**config.mk**
```make
export PLATFORM = sky130hd
export DESIGN_NAME = integer_to_ascii_formatter
export DESIGN_NICKNAME = d
export VERILOG_FILES = /design/src/sv/ita_pkg.sv /design/src/sv/integer_to_ascii_formatter.sv /design/src/sv/ita_digits.sv
export SDC_FILE = /design/constraint.sdc
export NUM_CORES = 1
export LEC_CHECK = 0
export ABC_CLOCK_PERIOD_IN_PS = 5300
export BUFFER_PORTS_ARGS = -buffer_cell sky130_fd_sc_hd__buf_2
export CAP_MARGIN = 10
export CELL_PAD_IN_SITES_DETAIL_PLACEMENT = 0
export CELL_PAD_IN_SITES_GLOBAL_PLACEMENT = 2
export CORE_MARGIN = 3
export CORE_UTILIZATION = 42
export DETAILED_ROUTE_END_ITERATION = 7
export PLACE_DENSITY_LB_ADDON = 0.1
export SLEW_MARGIN = 20
export SYNTH_ARGS = -nofsm -noshare
export SYNTH_HDL_FRONTEND = slang
export SYNTH_SLANG_ARGS = --single-unit
```
**constraint.sdc**
```tcl
create_clock -name aclk -period 5.3 [get_ports aclk]
set_input_delay 0.53 -clock aclk [delete_from_list [all_inputs] [get_ports aclk]]
set_output_delay 0.53 -clock aclk [all_outputs]
set_load 0.02 [all_outputs]
```
**src/sv/ita_pkg.sv**
```systemverilog
package ita_pkg;

    // Default sizes of the formatter.
    localparam int MAX_WIDTH_DEF  = 64;
    localparam int VALUE_BITS_DEF = 32;

    // Character codes.
    localparam logic [7:0] CH_ZERO    = 8'h30;
    localparam logic [7:0] CH_UPPER_A = 8'h41;
    localparam logic [7:0] CH_LOWER_A = 8'h61;
    localparam logic [7:0] CH_MINUS   = 8'h2D;
    localparam logic [7:0] CH_SPACE   = 8'h20;
    localparam logic [3:0] DIGIT_MAX  = 4'd9;
    localparam logic [7:0] LETTER_OFS = 8'd10;

    // Radix selection codes.
    typedef enum logic [1:0] {
        RADIX_BIN = 2'd0,
        RADIX_OCT = 2'd1,
        RADIX_DEC = 2'd2,
        RADIX_HEX = 2'd3
    } ita_radix_t;

    // Sequencer states.
    typedef enum logic [2:0] {
        ST_IDLE,
        ST_CONV,
        ST_NORM,
        ST_LEAD,
        ST_SIGN,
        ST_MID,
        ST_DIGIT,
        ST_TAIL
    } ita_state_t;

    // Input word.
    typedef struct packed {
        logic [31:0] magnitude;
        logic [1:0]  radix_code;
        logic        negative;
        logic [6:0]  field_width;
        logic        left_adjust;
        logic        zero_pad;
        logic        upper_case;
    } ita_in_t;

    // Output word.
    typedef struct packed {
        logic [7:0] ascii_char;
        logic       last_char;
    } ita_out_t;

    // Commands from the sequencer to the digit register.
    typedef struct packed {
        logic load;
        logic dabble;
        logic shift;
    } ita_dig_ctl_t;

    // Number of decimal digits of the largest value of vb bits
    // (1233 / 4096 approximates log10 of two).
    function automatic int bcd_digits(input int vb);
        return (vb * 1233) / 4096 + 1;
    endfunction

    // Width of the digit register: holds the BCD form and the binary form, and is a
    // multiple of 12 so that 1, 3 and 4 bit digit groups all align to its top.
    function automatic int reg_bits(input int vb);
        return 12 * ((4 * bcd_digits(vb) + 11) / 12);
    endfunction

    // ASCII character for one digit value.
    function automatic logic [7:0] digit_char(input logic [3:0] d, input logic upper);
        logic [7:0] base;
        base = upper ? CH_UPPER_A : CH_LOWER_A;
        if (d <= DIGIT_MAX) begin
            return CH_ZERO + {4'b0, d};
        end
        return base + {4'b0, d} - LETTER_OFS;
    endfunction

endpackage

```
**src/sv/integer_to_ascii_formatter.sv**
```systemverilog
// Integer to ASCII formatter.
// The s_ channel takes one word per number: magnitude, radix code, sign, field width
// and the left adjust, zero pad and upper case flags. The m_ channel returns the padded
// text one character per word, most significant first, with last_char set on the
// final character of each number.
// An input word is taken only while the formatter is idle. A decimal number first
// runs shift-and-add-3 conversion; every radix then shifts the leading zero digit
// slots out of the digit register until the leading digit is at its top. After that
// the characters leave at one per cycle while the receiver takes them.
// The next input word is accepted in the cycle after the last character has been
// registered, even while that character still waits for the receiver.
// When m_ready is low a valid character holds and the formatter waits before emitting the next one.
// Reset (aresetn low at a clock edge) empties the output register and returns the
// formatter to idle, ready for a new word.
module integer_to_ascii_formatter #(
    parameter int MAX_WIDTH  = ita_pkg::MAX_WIDTH_DEF,
    parameter int VALUE_BITS = ita_pkg::VALUE_BITS_DEF
) (
    input  logic              aclk,
    input  logic              aresetn,
    input  logic              s_valid,
    output logic              s_ready,
    input  ita_pkg::ita_in_t  s_data,
    output logic              m_valid,
    input  logic              m_ready,
    output ita_pkg::ita_out_t m_data
);
    import ita_pkg::*;

    localparam int R      = reg_bits(VALUE_BITS);
    localparam int ND_W   = $clog2(R + 1);
    localparam int PAD_W  = $clog2(MAX_WIDTH + 1);
    localparam int CW     = ((ND_W > PAD_W) ? ND_W : PAD_W) + 1;
    localparam int CNT_W  = $clog2(VALUE_BITS + 1);
    localparam int NS_BIN = R;
    localparam int NS_OCT = R / 3;
    localparam int NS_HEX = R / 4;

    ita_state_t       state_reg, state_next;
    logic [ND_W-1:0]  nd_reg, nd_next;
    logic [PAD_W-1:0] pad_reg, pad_next;
    logic [PAD_W-1:0] width_reg, width_next;
    logic [CNT_W-1:0] cnt_reg, cnt_next;
    logic             neg_reg, neg_next;
    logic             left_reg, left_next;
    logic             zero_reg, zero_next;
    logic             upper_reg, upper_next;
    logic             m_valid_reg, m_valid_next;
    ita_out_t         m_data_reg, m_data_next;

    ita_dig_ctl_t     dig_ctl;
    ita_radix_t       in_radix;
    logic [63:0]      mag_ext;
    logic [3:0]       top_digit;
    logic             top_zero;
    logic             emit_ok;
    logic             norm_step;
    logic             pad_left;
    logic [CW-1:0]    actual;
    logic [CW-1:0]    width_c;
    logic [PAD_W-1:0] pad_calc;
    logic             emit;
    logic [7:0]       emit_char;
    logic             emit_last;

    assign in_radix = ita_radix_t'(s_data.radix_code);
    assign mag_ext  = 64'(s_data.magnitude);

    // Digit register: BCD conversion, leading zero scan and digit shift-out.
    ita_digits #(
        .VALUE_BITS(VALUE_BITS)
    ) u_digits (
        .aclk      (aclk),
        .ctl       (dig_ctl),
        .load_value(mag_ext[VALUE_BITS-1:0]),
        .load_radix(in_radix),
        .top_digit (top_digit),
        .top_zero  (top_zero)
    );

    // Shared conditions of the sequencer.
    assign emit_ok   = !m_valid_reg || m_ready;
    assign norm_step = top_zero && (nd_reg > ND_W'(1));
    assign pad_left  = (pad_reg != '0);
    assign actual    = CW'(nd_reg) + CW'(neg_reg);
    assign width_c   = CW'(width_reg);
    assign pad_calc  = (width_c > actual) ? PAD_W'(width_c - actual) : '0;

    // Next state.
    always_comb begin
        state_next = state_reg;
        case (state_reg)
            ST_IDLE: begin
                if (s_valid) begin
                    state_next = (in_radix == RADIX_DEC) ? ST_CONV : ST_NORM;
                end
            end
            ST_CONV: begin
                if (cnt_reg == CNT_W'(1)) begin
                    state_next = ST_NORM;
                end
            end
            ST_NORM: begin
                if (!norm_step) begin
                    if (left_reg) begin
                        state_next = neg_reg ? ST_SIGN : ST_DIGIT;
                    end else if (zero_reg && neg_reg) begin
                        state_next = ST_SIGN;
                    end else if (pad_calc != '0) begin
                        state_next = ST_LEAD;
                    end else begin
                        state_next = neg_reg ? ST_SIGN : ST_DIGIT;
                    end
                end
            end
            ST_LEAD: begin
                if (emit_ok && pad_reg == PAD_W'(1)) begin
                    state_next = neg_reg ? ST_SIGN : ST_DIGIT;
                end
            end
            ST_SIGN: begin
                if (emit_ok) begin
                    state_next = (!left_reg && pad_left) ? ST_MID : ST_DIGIT;
                end
            end
            ST_MID: begin
                if (emit_ok && pad_reg == PAD_W'(1)) begin
                    state_next = ST_DIGIT;
                end
            end
            ST_DIGIT: begin
                if (emit_ok && nd_reg == ND_W'(1)) begin
                    state_next = (left_reg && pad_left) ? ST_TAIL : ST_IDLE;
                end
            end
            ST_TAIL: begin
                if (emit_ok && pad_reg == PAD_W'(1)) begin
                    state_next = ST_IDLE;
                end
            end
            default: state_next = ST_IDLE;
        endcase
    end

    // Datapath updates and the character produced in each state.
    always_comb begin
        nd_next    = nd_reg;
        pad_next   = pad_reg;
        width_next = width_reg;
        cnt_next   = cnt_reg;
        neg_next   = neg_reg;
        left_next  = left_reg;
        zero_next  = zero_reg;
        upper_next = upper_reg;
        dig_ctl    = '0;
        emit       = 1'b0;
        emit_char  = CH_SPACE;
        emit_last  = 1'b0;
        case (state_reg)
            ST_IDLE: begin
                if (s_valid) begin
                    dig_ctl.load = 1'b1;
                    neg_next     = s_data.negative;
                    left_next    = s_data.left_adjust;
                    zero_next    = s_data.zero_pad;
                    upper_next   = s_data.upper_case;
                    width_next   = (s_data.field_width > 7'(MAX_WIDTH)) ?
                                   PAD_W'(MAX_WIDTH) : PAD_W'(s_data.field_width);
                    cnt_next     = CNT_W'(VALUE_BITS);
                    case (in_radix)
                        RADIX_BIN: nd_next = ND_W'(NS_BIN);
                        RADIX_OCT: nd_next = ND_W'(NS_OCT);
                        default:   nd_next = ND_W'(NS_HEX);
                    endcase
                end
            end
            ST_CONV: begin
                dig_ctl.dabble = 1'b1;
                cnt_next       = cnt_reg - CNT_W'(1);
            end
            ST_NORM: begin
                if (norm_step) begin
                    dig_ctl.shift = 1'b1;
                    nd_next       = nd_reg - ND_W'(1);
                end else begin
                    pad_next = pad_calc;
                end
            end
            ST_LEAD: begin
                if (emit_ok) begin
                    emit      = 1'b1;
                    emit_char = zero_reg ? CH_ZERO : CH_SPACE;
                    pad_next  = pad_reg - PAD_W'(1);
                end
            end
            ST_SIGN: begin
                if (emit_ok) begin
                    emit      = 1'b1;
                    emit_char = CH_MINUS;
                end
            end
            ST_MID: begin
                if (emit_ok) begin
                    emit      = 1'b1;
                    emit_char = CH_ZERO;
                    pad_next  = pad_reg - PAD_W'(1);
                end
            end
            ST_DIGIT: begin
                if (emit_ok) begin
                    emit          = 1'b1;
                    emit_char     = digit_char(top_digit, upper_reg);
                    emit_last     = (nd_reg == ND_W'(1)) && !(left_reg && pad_left);
                    dig_ctl.shift = 1'b1;
                    nd_next       = nd_reg - ND_W'(1);
                end
            end
            ST_TAIL: begin
                if (emit_ok) begin
                    emit      = 1'b1;
                    emit_char = CH_SPACE;
                    emit_last = (pad_reg == PAD_W'(1));
                    pad_next  = pad_reg - PAD_W'(1);
                end
            end
            default: begin
                emit = 1'b0;
            end
        endcase
    end

    // Output register: loads a new word or empties once the current one is taken.
    always_comb begin
        m_valid_next = m_valid_reg;
        m_data_next  = m_data_reg;
        if (emit) begin
            m_valid_next           = 1'b1;
            m_data_next.ascii_char = emit_char;
            m_data_next.last_char  = emit_last;
        end else if (m_ready) begin
            m_valid_next = 1'b0;
        end
    end

    // Control state with reset.
    always_ff @(posedge aclk) begin
        if (!aresetn) begin
            state_reg   <= ST_IDLE;
            m_valid_reg <= 1'b0;
        end else begin
            state_reg   <= state_next;
            m_valid_reg <= m_valid_next;
        end
    end

    // Payload and counters, meaningful only inside an item.
    always_ff @(posedge aclk) begin
        nd_reg     <= nd_next;
        pad_reg    <= pad_next;
        width_reg  <= width_next;
        cnt_reg    <= cnt_next;
        neg_reg    <= neg_next;
        left_reg   <= left_next;
        zero_reg   <= zero_next;
        upper_reg  <= upper_next;
        m_data_reg <= m_data_next;
    end

    assign s_ready = (state_reg == ST_IDLE);
    assign m_valid = m_valid_reg;
    assign m_data  = m_data_reg;

endmodule

```
**src/sv/ita_digits.sv**
```systemverilog
module ita_digits #(
    parameter int VALUE_BITS = ita_pkg::VALUE_BITS_DEF
) (
    input  logic                  aclk,
    input  ita_pkg::ita_dig_ctl_t ctl,
    input  logic [VALUE_BITS-1:0] load_value,
    input  ita_pkg::ita_radix_t   load_radix,
    output logic [3:0]            top_digit,
    output logic                  top_zero
);
    import ita_pkg::*;

    localparam int R     = reg_bits(VALUE_BITS);
    localparam int LANES = R / 4;

    logic [R-1:0]          num_reg;
    logic [R-1:0]          num_next;
    logic [VALUE_BITS-1:0] bin_reg;
    logic [VALUE_BITS-1:0] bin_next;
    ita_radix_t            radix_reg;
    ita_radix_t            radix_next;
    logic [R-1:0]          adj;

    // Add three to every BCD digit of five or more before the next shift.
    for (genvar i = 0; i < LANES; i++) begin : g_lane
        assign adj[4*i +: 4] = (num_reg[4*i +: 4] >= 4'd5) ?
                               num_reg[4*i +: 4] + 4'd3 : num_reg[4*i +: 4];
    end

    // Leading digit at the top of the register, sized by the radix.
    always_comb begin
        case (radix_reg)
            RADIX_BIN: top_digit = {3'b0, num_reg[R-1]};
            RADIX_OCT: top_digit = {1'b0, num_reg[R-1 -: 3]};
            default:   top_digit = num_reg[R-1 -: 4];
        endcase
    end

    assign top_zero = (top_digit == 4'd0);

    // Load, one double-dabble step, or one digit shift toward the top.
    always_comb begin
        num_next   = num_reg;
        bin_next   = bin_reg;
        radix_next = radix_reg;
        if (ctl.load) begin
            radix_next = load_radix;
            bin_next   = load_value;
            num_next   = (load_radix == RADIX_DEC) ? '0 : R'(load_value);
        end else if (ctl.dabble) begin
            num_next = {adj[R-2:0], bin_reg[VALUE_BITS-1]};
            bin_next = {bin_reg[VALUE_BITS-2:0], 1'b0};
        end else if (ctl.shift) begin
            case (radix_reg)
                RADIX_BIN: num_next = {num_reg[R-2:0], 1'b0};
                RADIX_OCT: num_next = {num_reg[R-4:0], 3'b0};
                default:   num_next = {num_reg[R-5:0], 4'b0};
            endcase
        end
    end

    always_ff @(posedge aclk) begin
        num_reg   <= num_next;
        bin_reg   <= bin_next;
        radix_reg <= radix_next;
    end

endmodule

```
==> impl_summary.md, run 1 <==
STA
Setup violations remaining at the end of the flow were counted as 0. The total count of hold-check failures in the final report is 0. The number of max-slew violations in the final report was 0. Measured against its own limit, the worst slew margin works out to 25.17%.

The setup clock skew after layout is 0.01015 ns. The post-route minimum period is 3.624 ns. Setup repair after global routing left no endpoint under its margin. The highest clock frequency the design can meet is 0.2760 GHz. The aggregate negative setup slack is 0 ns. For the pin with the worst max-slew slack, the measured transition is 1.111 ns.

The minimum hold slack is 0.2889 ns. In the finished design, the share of the clock period the worst path needs comes to 68.37%.

Yosys
The count of warnings emitted by yosys is 0. The number of distinct library cell variants in the gate-level netlist after synthesis is 63. In the post-synthesis netlist, the biggest area contributors are sky130_fd_sc_hd__edfxtp_1, sky130_fd_sc_hd__nand2_1, sky130_fd_sc_hd__ha_1.

The share of synthesized flip-flops with an asynchronous set or reset is 0%. The number of nets in the synthesized netlist is 990. The number of flip-flops and latches in the synthesized netlist is 124. Yosys mapped a number of flops with a built-in enable equal to 120. The synthesized cell area is 8255 um^2. Ranked by instance count, the synthesized netlist is headed by sky130_fd_sc_hd__nand2_1, sky130_fd_sc_hd__edfxtp_1, sky130_fd_sc_hd__a21oi_1, sky130_fd_sc_hd__nor2_1, sky130_fd_sc_hd__o21ai_0.

Synthesis produced 898 cells. The most common cell in the synthesized netlist is sky130_fd_sc_hd__nand2_1. The dominant register cell in the synthesized netlist is sky130_fd_sc_hd__edfxtp_1. The post-synthesis average cell area is 9.193 um^2. The share of Yosys cell area claimed by the top area cell type is 43.65%. The library cell occupying the most area in the post-synthesis netlist is sky130_fd_sc_hd__edfxtp_1. Summing the sequential cell areas from Yosys gives 44.62% of the chip area.

Finish
The core occupancy in the finished layout is 48.88%. From synthesis to final layout, the design area changed by 12.61%. The number of nets in the layout is 1024.

The number of antenna diodes in the final layout is 0. The final design area excluding fillers is 9296 um^2. The layout cell share with drive strength beyond 1 is 10.92%.

The register with the most flip-flops in the layout has 48 of them.

Power
The power density over the cells is 745.5 nW/um^2. The leakage power is 3.680 nW. Across the VDD grid, the largest voltage drop is 0.0003732 V.

Clock network
The hold-fix buffer count after cts is 0. The clock network latency to the later pin of the worst-skew pair is 0.42 ns. The number of buffers inserted by post-CTS setup repair is 0. The clock drives 124 sinks. Clock-pin slew was measured on the worst setup and hold paths at 0.06 ns. The maximum level of the CTS H-tree is 4. The total clock buffers created by CTS is 17. The longest clock path from root to sink contains 2 buffers. The number of cells upsized or downsized after cts is 0. The root buffer cell chosen for the clock tree is sky130_fd_sc_hd__clkbuf_16. TritonCTS built the clock tree.

Placed design
The instance area at placement is 8735 um^2. The count of buffers added on input and output ports is 58. At the end of routability-driven placement, the weighted congestion stood at 0.8170.

The HPWL after detailed placement is 13.99 mm.

Die
After floorplanning, the core was divided into 50 placement rows. 60 I/O pins were placed. The starting utilization of the core area is 43.41%.

The floorplan core area is 19020 um^2. The horizontal die dimension is 146.2 um. Measured along the y axis, the die boundary spans 146.2 um.

The floorplan step defined a die boundary enclosing 21370 um^2.

Global routing
In the global route stage, overall resource usage came out at 19.38%. The first global-routing pass estimated 33.60 mm of wire. The pin count of the biggest net entering global routing is 66. The number of global-route vias before repair is 6328. The total grt overflow is 0. The initial antenna violation count is 0.

Drt
The post-detailed-route wirelength per cell is 17.40 um. Using the TritonRoute via totals, the vias-per-cell ratio works out to 5.589. The vias after detailed routing is 6724. For this run, the detailed router's first-pass iteration total came to 5.

The final layout contains routed wiring with a total length of 20.94 mm. In the routed design, unresolved DRC markers number 0. The starting DRC count in detailed routing is 466. The count of nets left with antenna violations once routing finished came out at 0.

Setup path
The kind of start point of the critical path is a register. The setup check on the worst reg-to-reg path leaves a slack of 1.68 ns. The endpoint of the most critical setup path is u_digits.num_reg[34]. The worst register-to-register path has a depth of 9. In this run the worst setup path begins at u_digits.radix_reg[0]. The largest fanout on the critical path is 33. The count of buffer and inverter cells on the critical path is 1.

The launch point of the worst reg-to-reg path is u_digits.radix_reg[0]. Grouping stages by cell kind, the critical path spends the most delay in flip-flops. Walking the worst path, the cells encountered are mux2i_1 -> nor2_1 -> a21oi_1 -> ha_1 -> o221ai_2 -> o21ai_0 -> nand2_1 -> nand2_2 -> buf_4. The slowest stage of the critical path belongs to the cell sky130_fd_sc_hd__edfxtp_1. The worst setup path is captured at a register. The critical path crosses 9 cells after its start point. The largest incremental delay on the critical path is 0.87 ns. The reg-to-reg endpoint is u_digits.num_reg[34]. The required time of the worst setup path is 5.40 ns. The start-to-end type of the worst setup path is reg -> reg.

The arrival time reported for the critical path endpoint is 3.72 ns.

Run status
The flow ran to the end, and the final reports show no timing, DRC or antenna violations.

Hold path
The worst hold path belongs to the class in -> reg.

Run
The number of max-cap violations is 0.
==> area by class of cell <==
| cell class | count | area, um^2 |
|---|---|---|
| clock buffer | 20 | 436.7 |
| clock inverter | 10 | 125.1 |
| fill | 1875 | 9722 |
| inverter | 43 | 161.4 |
| multi-input combinational | 678 | 4199 |
| sequential | 124 | 3684 |
| tap | 260 | 325.3 |
| timing repair buffer | 68 | 365.4 |
==> routing by layer <==
layer / share of wire (%) / wire length (um) / track usage, %
met1: 50 / 10410 / 28.93
met2: 45 / 9367 / 28.90
met3: 4.4 / 923 / 3.600
met4: 1.2 / 242 / 5.409
met5: 0 / 0 / 0
==> power by group <==
group	switching (mW)	internal, mW
Combinational	2.01	1.26
Clock	0.424	0.727
Sequential	0.583	1.93
Total	3.01	3.92
==> stage by stage <==
stage / instances / setup WS (ns) / total power [mW]
3_3_place_gp: 1173 / 1.704 / 5.693
4_1_cts: 1203 / 1.603 / 6.966
5_1_grt: 1203 / 1.229 / 7.499
2_1_floorplan: 898 / 2.148 / 4.883
6_report: 1203 / 1.676 / 6.931
3_5_place_dp: 1173 / 1.651 / 5.786
==> cells by family (layout without fill, tap and decap cells) <==
kind of cell,Yosys count,after routing,synth area share (%)
AO/OA/AOI/OAI,248,248,18.22
XOR/XNOR,41,41,4.350
adder cells (fa/ha/maj),43,43,6.608
buffers and inverters,96,141,4.547
flip-flops,124,124,44.62
multiplexers,38,38,4.607
other,1,1,0.04542
AND/OR/NAND/NOR,307,307,17.01
==> placed cells by master, fill, tap and decap left out, types with 7 or more instances in the layout <==
master	count
sky130_fd_sc_hd__clkbuf_16	17
sky130_fd_sc_hd__ha_1	42
sky130_fd_sc_hd__xor2_1	13
sky130_fd_sc_hd__a22oi_1	15
sky130_fd_sc_hd__nor2b_1	13
sky130_fd_sc_hd__nor3b_1	22
sky130_fd_sc_hd__nand2_1	150
sky130_fd_sc_hd__nand3_1	7
sky130_fd_sc_hd__o22ai_1	15
sky130_fd_sc_hd__o221ai_1	8
sky130_fd_sc_hd__a211oi_1	17
sky130_fd_sc_hd__nor3_1	9
sky130_fd_sc_hd__o21ai_0	53
sky130_fd_sc_hd__xnor2_1	28
sky130_fd_sc_hd__buf_2	58
sky130_fd_sc_hd__inv_1	41
sky130_fd_sc_hd__edfxtp_1	120
sky130_fd_sc_hd__mux2i_1	38
sky130_fd_sc_hd__nand2b_1	17
sky130_fd_sc_hd__a21oi_1	102
sky130_fd_sc_hd__buf_4	10
sky130_fd_sc_hd__nor2_1	67
==> worst min path at each step <==
stage                         startpoint                    to  cells after the start  slack [ns]
floorplan            u_digits.bin_reg[9]  u_digits.bin_reg[10]                      2        0.49
global placement    u_digits.bin_reg[17]  u_digits.bin_reg[18]                      2        0.49
detailed placement  u_digits.bin_reg[19]  u_digits.bin_reg[20]                      2        0.50
CTS                            s_data[2]              left_reg                      1        0.28
global route                   s_data[0]             upper_reg                      1        0.28
finish                         s_data[2]              left_reg                      1        0.29
(Power assumes the default switching activity.)
==> run 2: changes to the inputs <==
- ABC_CLOCK_PERIOD_IN_PS: 5300 -> 3700
- CORE_UTILIZATION: 42 -> 39
- clock period: 5.3 -> 3.7 ns (I/O delays scaled with it)
==> impl_summary.md, run 2 (synthesized netlist as in run 1, its figures left out) <==
Clock network
Clock tree synthesis selected as its root buffer the cell sky130_fd_sc_hd__clkbuf_16. For this design, the CTS-stage hold fixing added 0 buffers. TritonCTS built the clock tree. At the later pin of the worst-skew pair, clock insertion delay measures 0.41 ns.

Buffers added to address setup during post-CTS repair amount to 0. After clock tree synthesis, the clock-pin slew on the worst setup and hold paths is 0.06 ns. Counting the buffers created by CTS gives 17. The clock passes through at most 2 buffers. The H-tree was split into 4 levels. The number of gates resized after CTS was 0. Counting every sink on the clock net gives 124.

Drt
The number of remaining DRC errors is 0. The detailed-route wire length on metal 1 is 10.49 mm. Using the TritonRoute via totals, the vias-per-cell ratio works out to 5.436. The total wirelength of the detailed-routed design is 21.18 mm. Once detail routing completed, the nets flagged for antenna violations numbered 0.

Wire segments on met2 add up to 9.472 mm in the final route. The met3 wirelength from detailed routing is 979 um. The starting DRC count in detailed routing is 447. The top layer used by detailed routing is met4. The count of TritonRoute iterations in the first routing pass is 5. Dividing the detail-routed wire length by the instance count gives 17.35 um.

Detailed routing inserted a total of 6637 vias.

STA
Setup repair after global routing left no endpoint under its margin. The highest clock frequency the design can meet is 0.3132 GHz. The worst pin sits at a relative slew slack of 37.26%. Setup violations remaining at the end of the flow were counted as 0. After routing, the total negative slack on setup checks comes to 0 ns. The post-route minimum period is 3.192 ns. The portion of the clock cycle consumed by the worst path in the final layout is 86.28%. The setup clock skew after layout is 0.009821 ns. The worst-case setup margin in the final layout is 0.5075 ns. The number of max-slew violations in the final report is 0. The total count of hold-check failures in the final report is 0.

At the pin with the least slew margin, the transition time is 0.9401 ns.

Die
The floorplan has 52 rows. The die covers 22950 um^2. The starting utilization of the core area is 40.28%.

The floorplan core area is 20490 um^2. In this run the vertical extent of the chip is 151.5 um. The horizontal die dimension is 151.5 um. For this design the top-level I/O count stands at 60.

Placed design
The final weighted congestion in routability-driven placement is 0.8491. The number of placed instances, taps included, is 1189. In this run the tool buffered the top-level ports with 58 buffer cells. Once detailed placement completed, the half-perimeter wirelength came to 14.17 mm.

The worst slack after detailed placement is 0.5288 ns. The instance area at placement is 8792 um^2.

Setup path
Walking the worst path, the cells encountered are ha_1 -> ha_1 -> nand3_1 -> xor2_1 -> ha_1 -> a21o_1 -> a31oi_1 -> a21boi_0 -> o21a_1 -> o221ai_1 -> o22ai_1. Among the stages of the critical path, the cell type that occurs most often is sky130_fd_sc_hd__ha_1. For the worst setup path, the data required time is 3.83 ns. For the worst flop-to-flop path, the logic depth is 11. The start-to-end type of the worst setup path is reg -> reg. The endpoint kind of the worst setup timing path is a register. The kind of start point of the critical path is a register. Together, buffers and inverters on the worst path number 0. The largest fanout on the critical path is 6. For this run, the slowest stage of the critical path takes 0.45 ns. The cell depth of the worst setup path is 11. The standard cell with the maximum stage delay on the critical path is sky130_fd_sc_hd__edfxtp_1.

STA puts the critical path data arrival time at 3.32 ns. The kind of cell with the highest combined delay along the critical path is compound AO/OA/AOI/OAI gates.

Global routing
The first global-routing pass estimated 34.32 mm of wire. Entering global routing, the biggest net connects 54 pins. The initial antenna violation count is 0. The number of global-route vias before repair came to 6471. Global routing consumed, over all layers together, 19.00% of the routing resources. The total grt overflow is 0.

Finish
Leaving out fill and tap cells, the most frequent cells in the layout are sky130_fd_sc_hd__nand2_1, sky130_fd_sc_hd__edfxtp_1, sky130_fd_sc_hd__a21oi_1. The register with the most flip-flops in the layout has 48 of them. Cells fill 45.98% of the core in the end.

The layout cell share with drive strength beyond 1 is 11.88%. 0 antenna diodes ended up in the layout. After the last flow step, the layout net total stands at 1030. The final non-filler cell total is 1221. From synthesis to final layout, the design area changed by 14.14%. The final design area excluding fillers is 9423 um^2.

Leaving out fill and tap cells, the most frequent cell in the layout is sky130_fd_sc_hd__nand2_1.

Power
The worst-case IR drop observed on VDD is 0.0005243 V. Dividing total power by cell area gives a power density of 1074 nW/um^2. Summed over all cells, the static leakage comes to 3.735 nW.

Run status
The flow ran to the end, and the final reports show no timing, DRC or antenna violations.

Hold path
The worst hold-check path type is in -> reg. The hold-critical path depth is 1.

Run
The number of max-cap violations is 0.
run 2: changes by cell type in the layout (fill, tap and decap cells not counted), sizes merged:
cell      previous run  this run
clkbuf              20        17
buf                 68        74
inv                 43        42
bufinv               3         5
clkinv               6         8
clkinvlp             1         3
run 2: layer usage:
metal / GRT usage (%) / up-vias
li1: - / 3317
met1: 28.32 / 3150
met2: 29.10 / 154
met3: 2.617 / 16
met4: 5.031 / 0
met5: 0 / -
run 2: power by group:
part | internal [mW] | total, mW | leakage (nW) | switching [mW]
Sequential | 2.76 | 3.50 | 1.19 | 0.742
Combinational | 1.85 | 4.82 | 2.25 | 2.97
Clock | 1.18 | 1.81 | 0.299 | 0.626
Total | 5.79 | 10.1 | 3.73 | 4.34
run 2: per-stage QoR:
stage	total power, mW	hold WS (ns)
after floorplan	6.995	0.4689
after global placement	8.189	0.4929
after detailed placement	8.343	0.4971
after CTS	10.19	0.1113
after global routing	11.01	0.1166
final	10.12	0.1316
run 2: path summary, 6_finish.rpt:
path         slack [ns]                 start                   end
min reg2reg        0.51  u_digits.bin_reg[26]  u_digits.bin_reg[27]
max                0.51             nd_reg[0]            pad_reg[4]
max reg2reg        0.51             nd_reg[0]            pad_reg[4]
min                0.13             s_data[1]              zero_reg
run 2: area by class of cell:
cell class	instances	area, um^2
Inverter	43	162.7
Multi-Input combinational cell	678	4200
Sequential cell	124	3684
Clock buffer	17	425.4
Tap cell	270	337.8
Fill cell	2032	11070
Clock inverter	15	202.7
Timing Repair Buffer	74	410.4
==> run 3: changes to the inputs <==
- CORE_MARGIN: 3 -> 2
==> impl_summary.md, run 3 (synthesized netlist as in run 1, its figures left out) <==
Setup path
STA classifies the critical path endpoint as a register. By startpoint and endpoint, the worst setup path is classified as reg -> reg. The most numerous cell on the critical path is sky130_fd_sc_hd__ha_1. For this run, the slowest stage of the critical path takes 0.46 ns. STA puts the critical path data arrival time at 3.40 ns. The kind of cell with the highest combined delay along the critical path is compound AO/OA/AOI/OAI gates. The number of cells on the worst reg-to-reg path is 11. In this run the critical register-to-register path is launched from nd_reg[0].

The reg-to-reg endpoint is pad_reg[4]. The count of buffer and inverter cells on the critical path is 0. The critical path goes through ha_1 -> ha_1 -> nand3_1 -> xor2_1 -> ha_1 -> a21o_1 -> a31oi_1 -> a21boi_0 -> o21a_1 -> o221ai_1 -> o22ai_1. STA classifies the critical path startpoint as a register. The worst-case register-to-register setup slack is 0.43 ns.

The required time of the worst setup path is 3.83 ns. The standard cell with the maximum stage delay on the critical path is sky130_fd_sc_hd__edfxtp_1. Along the worst path, the maximum fanout reaches 6.

Finish
Relative to the synthesized area, the layout overhead comes to 14.19%. The library cells used most frequently in the layout, excluding fill and tap cells, are sky130_fd_sc_hd__nand2_1, sky130_fd_sc_hd__edfxtp_1, sky130_fd_sc_hd__a21oi_1. The layout cell share with drive strength beyond 1 is 11.47%. The finished cells cover 9427 um^2. The leading cell type in the layout, fill and taps excluded is sky130_fd_sc_hd__nand2_1. The number of nets in the layout is 1031. The number of antenna cells inserted is 0. The number of flip-flops under the largest register name is 48.

At the end of the flow the core is filled with cells to 45.13%.

Drt
Summed over all nets, wire length on met3 after detailed routing comes to 887 um. For this block, wires on met1 add up to 10.56 mm. The number of remaining DRC errors is 0. The total wirelength of the detailed-routed design is 21.24 mm. Signal routing reaches up to met4. The wire length on met2 is 9.515 mm. The detail route stage leaves a number of antenna-violating nets equal to 0. The routed layout has 6618 vias.

After detailed routing, the average wire length per cell comes to 17.34 um. Using the TritonRoute via totals, the vias-per-cell ratio works out to 5.402. The count of TritonRoute iterations in the first routing pass is 5. The starting DRC count in detailed routing is 435.

Power
The leakage power is 3.741 nW. The power density over the cells is 1075 nW/um^2. IR analysis of the VDD net gives a maximum drop of 0.0003596 V. The completed layout was analyzed and its total power is 10.13 mW.

Placed design
The port buffer count is 58. Summing all placed instances gives a cell area of 8818 um^2. The placed wire-length estimate after detailed placement is 14.24 mm. The final weighted congestion in routability-driven placement is 0.8444.

STA
The portion of the clock cycle consumed by the worst path in the final layout is 88.39%. The remaining max-slew budget at the tightest pin is 27.59%. The worst-margin pin slew is 1.086 ns.

Setup violations remaining at the end of the flow were counted as 0. The total count of hold-check failures in the final report was 0. The post-route minimum period is 3.270 ns. Setup repair after global routing left no endpoint under its margin. Between clock sinks in the finished design, the worst skew comes to 0.008394 ns. The aggregate negative setup slack is 0 ns. The number of max-slew violations in the final report is 0. Based on the critical path, the design can be clocked at up to 0.3058 GHz.

Clock network
No sink is reached through more buffers than the 2 on the longest clock path. The cell at the root of the clock tree is sky130_fd_sc_hd__clkbuf_16. Clock-pin slew was measured on the worst setup and hold paths at 0.06 ns. The total clock buffers created by CTS is 17. The number of buffers inserted by post-CTS setup repair is 0. The later pin in the worst-skew pair is clocked with a latency of 0.42 ns. The clock sink count is 124.

In this run, post-CTS repair resized a total of 0 instances. The hold-fix buffer count after cts is 0. The maximum level of the CTS H-tree is 4. The CTS tree is yes.

Die
After floorplanning, the core was sized to cover 20890 um^2. The initial utilization of the core area, before any placement, comes to 39.52%. The count of boundary I/O pins is 60.

The horizontal die dimension is 149.5 um. The die covers 22350 um^2. Measured along the y axis, the die boundary spans 149.5 um. After floorplanning, the core was divided into 53 placement rows.

Global routing
The number of global-route vias before repair is 6491. The first global-routing pass estimated 34.49 mm of wire. Entering global routing, the biggest net connects 51 pins.

The initial antenna violation count is 0. The total grt overflow is 0. For this run, the total global-route usage over all layers was measured as 19.84%.

Hold path
The hold-critical path depth is 1. The origin of the worst min-delay path is s_data[2]. The path with the worst hold slack has its endpoint at left_reg. The tightest min-delay check is of the in -> reg type.

Run status
The run finished with clean final reports.

Run
Max-cap violations in this run came to 0.
-- run 3: changes by cell type in the layout (fill, tap and decap cells not counted), sizes merged --
cell,previous run,this run
clkbuf,17,19
clkinv,8,6
inv,42,43
buf,74,75
clkinvlp,3,0
-- run 3: final cells by class --
class                           count  area [um^2]
Sequential cell                   124         3684
Multi-Input combinational cell    678         4199
Fill cell                        2084        11460
Inverter                           43        161.4
Clock buffer                       19        432.9
Timing Repair Buffer               75        430.4
Clock inverter                     11        175.2
Tap cell                          275        344.1
-- run 3: where the power goes --
group | internal (mW) | leakage, nW | total, mW | switching (mW)
registers | 2.75 | 1.19 | 3.47 | 0.721
logic | 1.88 | 2.26 | 4.88 | 3.00
clock network | 1.17 | 0.297 | 1.78 | 0.607
total | 5.80 | 3.74 | 10.1 | 4.33
-- run 3: through the flow --
stage,hold slack [ns],cells,setup slack (ns)
after detailed placement,0.5000,1195,0.4866
after global placement,0.4922,1195,0.6184
after CTS,0.1027,1225,0.4792
final,0.1260,1225,0.4296
after global routing,0.1018,1225,0.2995
after floorplan,0.4689,898,0.5481
-- run 3: worst register-to-register path, cell delays in order (launching register included) --
cell and delay [ns]:
sky130_fd_sc_hd__edfxtp_1 0.46, sky130_fd_sc_hd__ha_1 0.28, sky130_fd_sc_hd__ha_1 0.23, sky130_fd_sc_hd__nand3_1 0.10, sky130_fd_sc_hd__xor2_1 0.18, sky130_fd_sc_hd__ha_1 0.31, sky130_fd_sc_hd__a21o_1 0.21, sky130_fd_sc_hd__a31oi_1 0.25
sky130_fd_sc_hd__a21boi_0 0.13, sky130_fd_sc_hd__o21a_1 0.20, sky130_fd_sc_hd__o221ai_1 0.44, sky130_fd_sc_hd__o22ai_1 0.19
-- run 3: how the worst max path moves through the flow --
stage / startpoint / endpoint / slack, ns / cells past startpoint
detailed placement: nd_reg[0] / pad_reg[3] / 0.49 / 11
CTS: nd_reg[0] / pad_reg[3] / 0.48 / 11
finish: nd_reg[0] / pad_reg[4] / 0.43 / 11
global placement: nd_reg[0] / pad_reg[6] / 0.62 / 11
floorplan: u_digits.radix_reg[0] / u_digits.num_reg[0] / 0.55 / 9
global route: nd_reg[0] / pad_reg[3] / 0.30 / 11
-- run 3: metal layers --
metal / vias to the layer above / GRT usage, %
li1: 3312 / -
met1: 3167 / 28.15
met2: 121 / 29.82
met3: 18 / 4.665
met4: 0 / 6.619
met5: - / 0
